**src/hw/rtl/hsr_pkg.sv**
```systemverilog
package hsr_pkg;

	// default shape of the radicand
	localparam int RADICAND_BITS_DEF = 32;
	localparam int FRACTION_BITS_DEF = 16;

	// fixed width of the root field
	localparam int ROOT_WIDTH = 24;

	// controller states
	typedef enum logic [2:0] {
		ST_IDLE,
		ST_START,
		ST_DIVIDE,
		ST_UPDATE,
		ST_HOLD
	} hsr_state_t;

	// controller to datapath
	typedef struct packed {
		logic load;        // capture radicand, set start estimate
		logic div_start;   // clear remainder and quotient, load numerator and bit count
		logic div_step;    // one restoring divide step
		logic x_update;    // take the new estimate
		logic result_load; // move the estimate into the output register
	} hsr_cmd_t;

	// datapath to controller
	typedef struct packed {
		logic x_zero;    // estimate is zero, nothing to iterate
		logic div_last;  // current divide step is the last one
		logic converged; // new estimate is not below the current one
	} hsr_status_t;

endpackage

```
**src/hw/rtl/hsr_ctrl.sv**
```systemverilog
module hsr_ctrl
	import hsr_pkg::*;
(
	input  logic        clk,
	input  logic        arst_n,
	input  logic        in_valid,
	output logic        in_stall,
	output logic        out_valid,
	input  logic        out_stall,
	input  hsr_status_t status,
	output hsr_cmd_t    cmd
);

	hsr_state_t state_q;
	hsr_state_t state_next;
	logic       out_valid_q;
	logic       out_free;

	// output slot is free when empty or being drained this cycle
	assign out_free  = !out_valid_q || !out_stall;
	assign in_stall  = (state_q != ST_IDLE);
	assign out_valid = out_valid_q;

	// next state
	always_comb begin
		state_next = state_q;
		case (state_q)
			ST_IDLE: begin
				if (in_valid) state_next = ST_START;
			end
			ST_START: begin
				if (status.x_zero) state_next = ST_HOLD;
				else state_next = ST_DIVIDE;
			end
			ST_DIVIDE: begin
				if (status.div_last) state_next = ST_UPDATE;
			end
			ST_UPDATE: begin
				if (status.converged) state_next = ST_HOLD;
				else state_next = ST_START;
			end
			ST_HOLD: begin
				if (out_free) state_next = ST_IDLE;
			end
			default: state_next = ST_IDLE;
		endcase
	end

	// datapath commands
	always_comb begin
		cmd = '0;
		case (state_q)
			ST_IDLE:   cmd.load        = in_valid;
			ST_START:  cmd.div_start   = !status.x_zero;
			ST_DIVIDE: cmd.div_step    = 1'b1;
			ST_UPDATE: cmd.x_update    = !status.converged;
			ST_HOLD:   cmd.result_load = out_free;
			default:   cmd = '0;
		endcase
	end

	// state and output valid registers
	always_ff @(posedge clk or negedge arst_n) begin
		if (!arst_n) begin
			state_q     <= ST_IDLE;
			out_valid_q <= 1'b0;
		end else begin
			state_q <= state_next;
			if (cmd.result_load) out_valid_q <= 1'b1;
			else if (!out_stall) out_valid_q <= 1'b0;
		end
	end

endmodule

```
**src/hw/rtl/hsr_datapath.sv**
```systemverilog
module hsr_datapath
	import hsr_pkg::*;
#(
	parameter int RADICAND_BITS = RADICAND_BITS_DEF,
	parameter int FRACTION_BITS = FRACTION_BITS_DEF
) (
	input  logic                     clk,
	input  logic [RADICAND_BITS-1:0] radicand,
	input  hsr_cmd_t                 cmd,
	output hsr_status_t              status,
	output logic [ROOT_WIDTH-1:0]    root
);

	localparam int NUM_BITS = RADICAND_BITS + FRACTION_BITS;
	localparam int XW = (RADICAND_BITS > FRACTION_BITS) ? RADICAND_BITS : FRACTION_BITS + 1;
	localparam int CW = $clog2(NUM_BITS);

	logic [RADICAND_BITS-1:0] r_q;
	logic [XW-1:0]            x_q;
	logic [XW-1:0]            rem_q;
	logic [NUM_BITS-1:0]      quo_q;
	logic [NUM_BITS-1:0]      num_q;
	logic [CW-1:0]            cnt_q;
	logic [ROOT_WIDTH-1:0]    root_q;

	logic [XW-1:0]       one;
	logic [XW-1:0]       r_ext;
	logic [XW-1:0]       x_init;
	logic [XW:0]         rem_sh;
	logic                fits;
	logic [XW:0]         rem_sub;
	logic [NUM_BITS:0]   sum;
	logic [NUM_BITS-1:0] nx;

	// start estimate: radicand, or 1.0 below 1.0, zero for a zero radicand
	assign one   = XW'(1) << FRACTION_BITS;
	assign r_ext = XW'(radicand);
	always_comb begin
		if (radicand == '0) x_init = '0;
		else if (r_ext >= one) x_init = r_ext;
		else x_init = one;
	end

	// restoring divide step on the numerator shift line
	assign rem_sh  = {rem_q, num_q[NUM_BITS-1]};
	assign fits    = (rem_sh >= {1'b0, x_q});
	assign rem_sub = rem_sh - {1'b0, x_q};

	// heron update (x + q) / 2
	assign sum = (NUM_BITS + 1)'(x_q) + {1'b0, quo_q};
	assign nx  = sum[NUM_BITS:1];

	assign status.x_zero    = (x_q == '0);
	assign status.div_last  = (cnt_q == '0);
	assign status.converged = (nx >= NUM_BITS'(x_q));
	assign root             = root_q;

	// datapath registers
	always_ff @(posedge clk) begin
		if (cmd.load) begin
			r_q <= radicand;
			x_q <= x_init;
		end
		if (cmd.div_start) begin
			rem_q <= '0;
			quo_q <= '0;
			num_q <= NUM_BITS'(r_q) << FRACTION_BITS;
			cnt_q <= CW'(NUM_BITS - 1);
		end
		if (cmd.div_step) begin
			rem_q <= fits ? rem_sub[XW-1:0] : rem_sh[XW-1:0];
			quo_q <= {quo_q[NUM_BITS-2:0], fits};
			num_q <= num_q << 1;
			cnt_q <= cnt_q - 1'b1;
		end
		if (cmd.x_update) x_q <= nx[XW-1:0];
		if (cmd.result_load) root_q <= ROOT_WIDTH'(x_q);
	end

endmodule

```
**src/hw/rtl/heron_square_root_unit.sv**
```systemverilog
// each heron iteration passes through ST_START, ST_DIVIDE and ST_UPDATE, with ST_DIVIDE
//   running the restoring divider at one quotient bit per cycle
// one radicand at a time: in_stall stays high until the root has been moved into the
//   output register
// a zero radicand goes from ST_START straight to ST_HOLD, skipping the divider
// reset: arst_n asynchronous active low clears the controller and the output valid
module heron_square_root_unit
	import hsr_pkg::*;
#(
	parameter int RADICAND_BITS = RADICAND_BITS_DEF,
	parameter int FRACTION_BITS = FRACTION_BITS_DEF
) (
	input  logic                     clk,
	input  logic                     arst_n,
	input  logic                     in_valid,
	output logic                     in_stall,
	input  logic [RADICAND_BITS-1:0] radicand,
	output logic                     out_valid,
	input  logic                     out_stall,
	output logic [ROOT_WIDTH-1:0]    root
);

	hsr_cmd_t    cmd;
	hsr_status_t status;

	// sequencer
	hsr_ctrl u_ctrl (
		.clk       (clk),
		.arst_n    (arst_n),
		.in_valid  (in_valid),
		.in_stall  (in_stall),
		.out_valid (out_valid),
		.out_stall (out_stall),
		.status    (status),
		.cmd       (cmd)
	);

	// estimate, divider and output register
	hsr_datapath #(
		.RADICAND_BITS (RADICAND_BITS),
		.FRACTION_BITS (FRACTION_BITS)
	) u_datapath (
		.clk      (clk),
		.radicand (radicand),
		.cmd      (cmd),
		.status   (status),
		.root     (root)
	);

endmodule

```
**config.mk**
```make
export PLATFORM = sky130hd
export DESIGN_NAME = heron_square_root_unit
export DESIGN_NICKNAME = d
export VERILOG_FILES = /design/src/hw/rtl/hsr_pkg.sv /design/src/hw/rtl/hsr_ctrl.sv /design/src/hw/rtl/hsr_datapath.sv /design/src/hw/rtl/heron_square_root_unit.sv
export SDC_FILE = /design/constraint.sdc
export NUM_CORES = 1
export LEC_CHECK = 0
export BUFFER_PORTS_ARGS = -buffer_cell sky130_fd_sc_hd__buf_2
export CORE_MARGIN = 2
export CORE_UTILIZATION = 55
export DETAILED_ROUTE_END_ITERATION = 6
export PLACE_DENSITY_LB_ADDON = 0.05
export SYNTH_ARGS = -nofsm -noshare
export SYNTH_HDL_FRONTEND = slang
export SYNTH_SLANG_ARGS = --single-unit
```
**constraint.sdc**
```tcl
create_clock -name clk -period 7.1 [get_ports clk]
set_input_delay 1.42 -clock clk [delete_from_list [all_inputs] [get_ports clk]]
set_output_delay 1.42 -clock clk [all_outputs]
set_load 0.01 [all_outputs]
```
==> impl_metrics.yaml, run 1 <==
worst_setup_path:
  timing.critical_path.cells: "ha_2, a21o_1, or3b_1, a21o_1, and4_1, o41a_1, o21a_1, o21ai_1, xor2_1, ha_1, nand4_1, nor2_1, a22oi_1, o2111ai_1, or4b_1, a2111o_1, a2111oi_2, nand4b_1, or4_2, buf_6, nand2_4, clkbuf_16"
  timing.critical_path.to_type: "flop"
  required_ps: 7340
  max_stage_delay_ps: 670
  crit_path_kind: "reg -> reg"
  timing.critical_path.mode_cell: "sky130_fd_sc_hd__a21o_1"
  ff2ff_setup_slack_ps: 380
  critical_path.startpoint_type: "flop"
  critPathArrivalTime_ps: 6960
  cpMaxStageDelayCell: "sky130_fd_sc_hd__or4_2"
  path_max_fanout: 20
logic_synthesis:
  postSynthNetCount: 1439
  synth-async-reset-ratio_pct: 1.90
  synth_top_area_cells: "sky130_fd_sc_hd__edfxtp_1 (46%), sky130_fd_sc_hd__ha_1 (9.0%), sky130_fd_sc_hd__nand2_1 (4.7%), sky130_fd_sc_hd__and2_1 (3.2%), sky130_fd_sc_hd__mux2_4 (3.1%)"
  yosys_register_bits: 210
  syn-instance-count: 1304
  synth_seq_area_share_pct: 46.8
  yosys.cell_types.count: 76
  synth_largest_area_cell: "sky130_fd_sc_hd__edfxtp_1"
  postSynthAreaPerCell_um2: 10.3
  ys.warnings.count: 0
  synthFlopType: "sky130_fd_sc_hd__edfxtp_1"
  synthDominantCellAreaShare_pct: 46.0
  synth_enable_flop_cells: 206
  syn_area_mm2: 0.0134
drt:
  dr.first_iter.drc_count: 900
  route.detailed.vias_per_inst: 6.07
  dr.pass1.iters: 5
  vias: 10500
  wl_per_cell_um: 20.4
  remaining_design_rule_violation_count: 0
  ant_nets: 0
  route.final.wire_length_mm: 35.1
cells_and_area:
  antenna_cells_inserted: 0
  layout_cells_excl_fill: 1723
  layout.core_utilization_pct: 62.4
  finish.net_count: 1515
  fillerInstances: 2041
  area_growth_pct: 12.1
  multi_input_area_mm2: 0.00680
  final_layout_size_suffix_gt1_share_pct: 13.8
  area_of_all_sequential_standard_cells_mm2: 0.00629
die:
  die-width_um: 160
  die_y_um: 160
  ios: 62
  initial_utilization_pct: 55.6
  die_area_mm2: 0.0257
  rows: 57
  fp.coreArea_mm2: 0.0242
sta:
  setup_ws_ps: 380
  setup_viol: 0
  post-route-min-period_ps: 6720
  worst_slew_pin_slew_ps: 1020
  min_period_over_period_pct: 94.6
  slew_headroom_pct: 31.8
  max_clock_freq_ghz: 0.149
  report.final.hold_viol_count: 0
  final.setup_skew_ps: 21.7
  slew_viol_final: 0
  rsz0062_at_grt: "no"
grt:
  grt_util_all_layers_pct: 26.9
  met2_usage_grt_pct: 39.6
  first_global_vias: 9768
  grt_start_max_net_pins: 75
  gr-total-overflow: 0
  grt.busiest_layer: "met1"
  grt_pass1_wl_mm: 54.1
  met1_usage_pct: 42.0
  gr-usage-met3_pct: 4.52
  grt_antenna_before_repair: 1
pwr:
  power-per-cell-area_mw_per_mm2: 531
  leakage_power_of_the_design_uw: 0.00618
  irDropWorstVdd_mv: 0.342
  power_total_uw: 8000
worst_hold_path:
  type_of_the_worst_min_delay_path: "reg -> reg"
clock_tree:
  max_h_tree_level: 1
  cts.sink_count: 210
  clock_latency_ps: 540
  cts_buffers: 25
  clkTransAtPathRegs_ps: 60
  cts_tree: "yes"
  cts_root_buf: "sky130_fd_sc_hd__clkbuf_16"
  bufs_on_longest_clock_path: 3
place:
  placement.io_buffers: 61
  place_inst: 1672
  preCtsSetupSlack_ps: -104
  detailed_place_hpwl_mm: 25.7
  gp_routability_congestion: 0.936
outcome:
  status: "complete, no violations"
job:
  max-cap-violations: 0
[synth_stat cells, drive strengths merged (13+ instances only)]
cell type / instances
edfxtp: 206
nand2: 170
ha: 97
nor2: 95
a21oi: 81
and2: 69
o21ai: 63
inv: 61
xnor2: 35
mux2: 31
nand4: 31
a21o: 29
clkbuf: 28
mux2i: 26
nand3: 26
xor2: 24
nor3: 22
buf: 20
nor4: 20
o21a: 17
a31oi: 13
[metal layers]
layer | up-vias | routed length [um]
met5 | - | 18
li1 | 4983 | -
met2 | 391 | 14800
met4 | 2 | 660
met1 | 5024 | 17000
met3 | 58 | 2690
[kinds of logic after synthesis]
| kind of cell | after synthesis | share of synthesized area (%) |
|---|---|---|
| simple gates | 485 | 17.6 |
| compound gates | 285 | 13.7 |
| flops | 210 | 46.8 |
| fa+ha+maj | 99 | 9.33 |
| mux | 57 | 5.31 |
| xor+xnor | 59 | 3.84 |
| buf+inv | 109 | 3.40 |
[state kept, by name, summed over array words and instances, names as in the netlist]
signal and cells:
u_datapath.quo_q 48, u_datapath.cnt_q 6, u_datapath.rem_q 32, u_ctrl.out_valid 1, u_ctrl.state_q 3, u_datapath.root 24
u_datapath.x_q 32, u_datapath.num_q 32, u_datapath.r_q 32
[report_power, final]
part / leakage [uW] / switching, uW / total, uW / internal [uW]
Clock: 0.000376 / 517 / 1180 / 662
Combinational: 0.00379 / 2720 / 4400 / 1680
Sequential: 0.00201 / 338 / 2430 / 2090
Total: 0.00618 / 3580 / 8000 / 4420
[final timing paths]
check,startpoint,to,cells after the start
setup / recovery,u_datapath.x_q[6]$_DFFE_PP_,u_datapath.x_q[29]$_DFFE_PP_,22
hold reg to reg,u_datapath.num_q[33]$_DFFE_PP_,u_datapath.num_q[34]$_DFFE_PP_,2
hold / removal,u_datapath.num_q[33]$_DFFE_PP_,u_datapath.num_q[34]$_DFFE_PP_,2
max in group asynchronous,arst_n,u_ctrl.state_q[1]$_DFFE_PN0P_,1
min in group asynchronous,arst_n,u_ctrl.out_valid$_DFFE_PN0P_,1
setup reg to reg,u_datapath.x_q[6]$_DFFE_PP_,u_datapath.x_q[29]$_DFFE_PP_,22
[cells in the final DEF, fill, tap and decap left out, types with 33 or more instances in the layout]
cell type                  instances
sky130_fd_sc_hd__inv_1            61
sky130_fd_sc_hd__edfxtp_1        206
sky130_fd_sc_hd__a21oi_1          79
sky130_fd_sc_hd__xnor2_1          35
sky130_fd_sc_hd__o21ai_0          59
sky130_fd_sc_hd__nand2_1         169
sky130_fd_sc_hd__buf_2            61
sky130_fd_sc_hd__ha_1             94
sky130_fd_sc_hd__and2_1           69
sky130_fd_sc_hd__nor2_1           94
sky130_fd_sc_hd__buf_4            33
[layout make-up]
class                   instances  area share, %
clock buffers                  31           4.37
clock inverters                15          0.589
inverters                      61           1.52
multi-input cells             985           45.1
flip-flops and latches        210           41.7
well taps                     324           2.69
repair buffers                 97           4.04
[per-stage QoR]
step / cell area [um2] / hold WS (ps) / setup TNS (ps)
floorplan: 13400 / 478 / 0
global placement: 14200 / 488 / 0
detailed placement: 14200 / 494 / -3200
CTS: 15000 / 504 / 0
global route: 15100 / 520 / 0
finish: 15100 / 505 / 0
[critical path: cells and delay by family (launching register included)]
| kind | cells | cell delay [ps] |
|---|---|---|
| AO/OA/AOI/OAI | 9 | 2240 |
| XOR/XNOR | 1 | 230 |
| adder cells (fa/ha/maj) | 2 | 700 |
| buffers and inverters | 2 | 420 |
| flip-flops | 1 | 470 |
| AND/OR/NAND/NOR | 8 | 2340 |
[what timing repair did]
item,CTS,global route
hold buffers,0,0
setup buffers,0,4
gates resized for setup,2,13
pin swaps,0,2
gates cloned,0,1
setup endpoints to repair,63,64
Power figures use the tool's default switching activity.
==> run 2, diff against run 1 <==
==> constraint.sdc (replaced) <==
create_clock -name clk -period 5.7 [get_ports clk]
set_input_delay 1.14 -clock clk [delete_from_list [all_inputs] [get_ports clk]]
set_output_delay 1.14 -clock clk [all_outputs]
set_load 0.1 [all_outputs]
==> run 2 against run 1 <==
  * The flow now finishes with violations (setup timing)
  * Power grew 43%
  * Combinational power grew 55%
  * Non-clock buffer count grew 134
  * Largest cell class unchanged
==> impl_metrics.yaml, run 2 (synthesized netlist as in run 1, its figures left out) <==
sta:
  report.final.hold_viol_count: 0
  worst_slew_pin_slew_ps: 936
  totalNegativeSetupSlack_ps: -32810
  final.setup_skew_ps: 10.1
  setup_viol: 64
  post-route-min-period_ps: 6270
  setup_ws_ps: -566
  max_clock_freq_ghz: 0.160
  rsz0062_at_grt: "yes"
  slew_headroom_pct: 37.6
  min_period_over_period_pct: 110
  slew_viol_final: 0
job:
  max-cap-violations: 0
grt:
  grt_util_all_layers_pct: 28.7
  grt_pass1_wl_mm: 57.7
  met1_usage_pct: 44.7
  gr-total-overflow: 0
  met2_usage_grt_pct: 42.3
  gr-usage-met3_pct: 4.29
  grt_antenna_before_repair: 0
  grt_start_max_net_pins: 74
  grt.busiest_layer: "met1"
  first_global_vias: 10400
worst_setup_path:
  worstReg2RegStart: "u_datapath.x_q[10]$_DFFE_PP_"
  cpMaxStageDelayCell: "sky130_fd_sc_hd__or4_4"
  max_stage_delay_ps: 640
  critical_path.startpoint_type: "flop"
  timing.critical_path.to_type: "flop"
  critPathArrivalTime_ps: 6550
  worstRegToRegCells: 21
  crit_path_kind: "reg -> reg"
  timing.critical_path.cells: "ha_4, nand3_4, or3b_1, a21o_1, and4_4, o41a_1, o21a_1, o21ai_2, xor2_1, ha_1, nand4_1, nor2_2, a22oi_2, o2111ai_1, or4b_1, a2111o_1, a2111oi_2, nand4b_1, or4_4, buf_16, mux2_4"
  path_max_fanout: 16
  required_ps: 5980
  ff2ff_setup_slack_ps: -570
  r2r-end: "u_datapath.x_q[24]$_DFFE_PP_"
pwr:
  comb_power_share_pct: 59.6
  power-per-cell-area_mw_per_mm2: 695
  irDropWorstVdd_mv: 0.388
  power.share.switching_pct: 43.2
  power_report.internal_total_uw: 6510
  net-switching-power_uw: 4940
  leakage_power_of_the_design_uw: 0.00695
  pwr-share-clk_pct: 14.1
  part_of_the_total_power_dissipated_in_sequential_elements_pct: 26.3
drt:
  route.final.wire_length_mm: 37.1
  wl_per_cell_um: 20.0
  route.detailed.vias_per_inst: 5.88
  remaining_design_rule_violation_count: 0
  vias: 10900
  dr.pass1.iters: 5
  dr.first_iter.drc_count: 949
  ant_nets: 0
die:
  die_y_um: 160
  die_area_mm2: 0.0257
  ios: 62
  initial_utilization_pct: 55.6
  fp.coreArea_mm2: 0.0242
  rows: 57
  die-width_um: 160
clock_tree:
  cts_buffers: 24
  clkTransAtPathRegs_ps: 60
  cts_tree: "yes"
  clock_latency_ps: 530
  cts.sink_count: 210
  cts_root_buf: "sky130_fd_sc_hd__clkbuf_16"
  bufs_on_longest_clock_path: 3
  max_h_tree_level: 1
outcome:
  status: "complete, but fails checks"
  violations_in_the_final_reports: "setup timing"
cells_and_area:
  antenna_cells_inserted: 0
  most-common-layout-cells: "sky130_fd_sc_hd__edfxtp_1 (206), sky130_fd_sc_hd__nand2_1 (169), sky130_fd_sc_hd__buf_4 (158), sky130_fd_sc_hd__nor2_1 (93), sky130_fd_sc_hd__ha_1 (89)"
  finish.net_count: 1651
  fillerInstances: 1937
  largest-register: "u_datapath.quo_q"
  mostFrequentLayoutCell: "sky130_fd_sc_hd__edfxtp_1"
  area_of_all_sequential_standard_cells_mm2: 0.00629
  final_layout_size_suffix_gt1_share_pct: 23.0
  layout.core_utilization_pct: 68.2
  largest_register_ff_count: 48
  area_growth_pct: 22.6
  multi_input_area_mm2: 0.00703
worst_hold_path:
  type_of_the_worst_min_delay_path: "in -> async"
place:
  gp_routability_congestion: 0.963
  preCtsSetupSlack_ps: -895
  detailed_place_hpwl_mm: 27.1
  placement.io_buffers: 61
[run 2: cell types whose count changed in the layout (fill, tap and decap cells not counted), sizes merged]
cell      previous run  this run
clkinv              12         7
buf                 96       229
inv                 64        63
clkinvlp             0         2
clkbuf              32        29
nand2              170       173
bufinv               0         4
[run 2: metrics by stage]
| step | hold WS, ps | std cells | instance area [um2] | total power, uW |
|---|---|---|---|---|
| 6_report | 400 | 1856 | 16500 | 11400 |
| 2_1_floorplan | 478 | 1304 | 13500 | 7190 |
| 3_3_place_gp | 489 | 1793 | 15200 | 9320 |
| 5_1_grt | 398 | 1856 | 16500 | 12300 |
| 3_5_place_dp | 495 | 1793 | 15200 | 9440 |
| 4_1_cts | 384 | 1849 | 16300 | 11200 |
[run 2: cell type report]
type,count,share of cell area (%)
Clock inverter,15,1.12
Tap cell,324,2.46
Multi-Input combinational cell,988,42.7
Sequential cell,210,38.2
Inverter,61,1.39
Timing Repair Buffer,231,10.4
Clock buffer,27,3.84
[run 2: what timing repair did]
action | in CTS | in global routing
cloned | 4 | 3
hold buffers | 0 | 0
endpoints found under the setup margin | 65 | 66
pin swaps | 10 | 17
buffers inserted | 11 | 9
gates resized for setup | 25 | 21
[run 2: metal layers]
layer,vias to the layer above,wire (um)
met3,52,2810
met2,386,15500
met1,5225,18000
met4,0,776
li1,5255,-
met5,-,0
[run 2: how the worst max path moves through the flow]
stage / from / depth (start not counted) / slack (ps) / to
2_1_floorplan: u_datapath.x_q[0]$_DFFE_PP_ / 22 / -190 / u_datapath.x_q[10]$_DFFE_PP_
3_3_place_gp: u_datapath.quo_q[0]$_SDFFCE_PN0P_ / 22 / -680 / u_datapath.x_q[5]$_DFFE_PP_
3_5_place_dp: u_datapath.quo_q[0]$_SDFFCE_PN0P_ / 22 / -890 / u_datapath.x_q[6]$_DFFE_PP_
4_1_cts: u_datapath.x_q[10]$_DFFE_PP_ / 21 / -430 / u_datapath.x_q[1]$_DFFE_PP_
5_1_grt: u_datapath.x_q[1]$_DFFE_PP_ / 22 / -720 / u_datapath.x_q[24]$_DFFE_PP_
6_report: u_datapath.x_q[10]$_DFFE_PP_ / 21 / -570 / u_datapath.x_q[24]$_DFFE_PP_
[run 2: worst max-delay path: cells and delay by family, from the launching register on]
kind	cells	cell delay (ps)
XOR/XNOR	1	230
adder cells (fa/ha/maj)	2	610
AND/OR/NAND/NOR	8	2160
flip-flops	1	460
AO/OA/AOI/OAI	8	2010
multiplexers	1	310
buffers and inverters	1	230
[run 2: power groups by stage]
| stage | Sequential [uW] | Clock [uW] | Combinational (uW) |
|---|---|---|---|
| global route | 3080 | 1700 | 7530 |
| finish | 3010 | 1620 | 6820 |
| floorplan | 3060 | 0 | 4130 |
| global placement | 2990 | 0 | 6330 |
| detailed placement | 3000 | 0 | 6430 |
| CTS | 2990 | 1650 | 6610 |
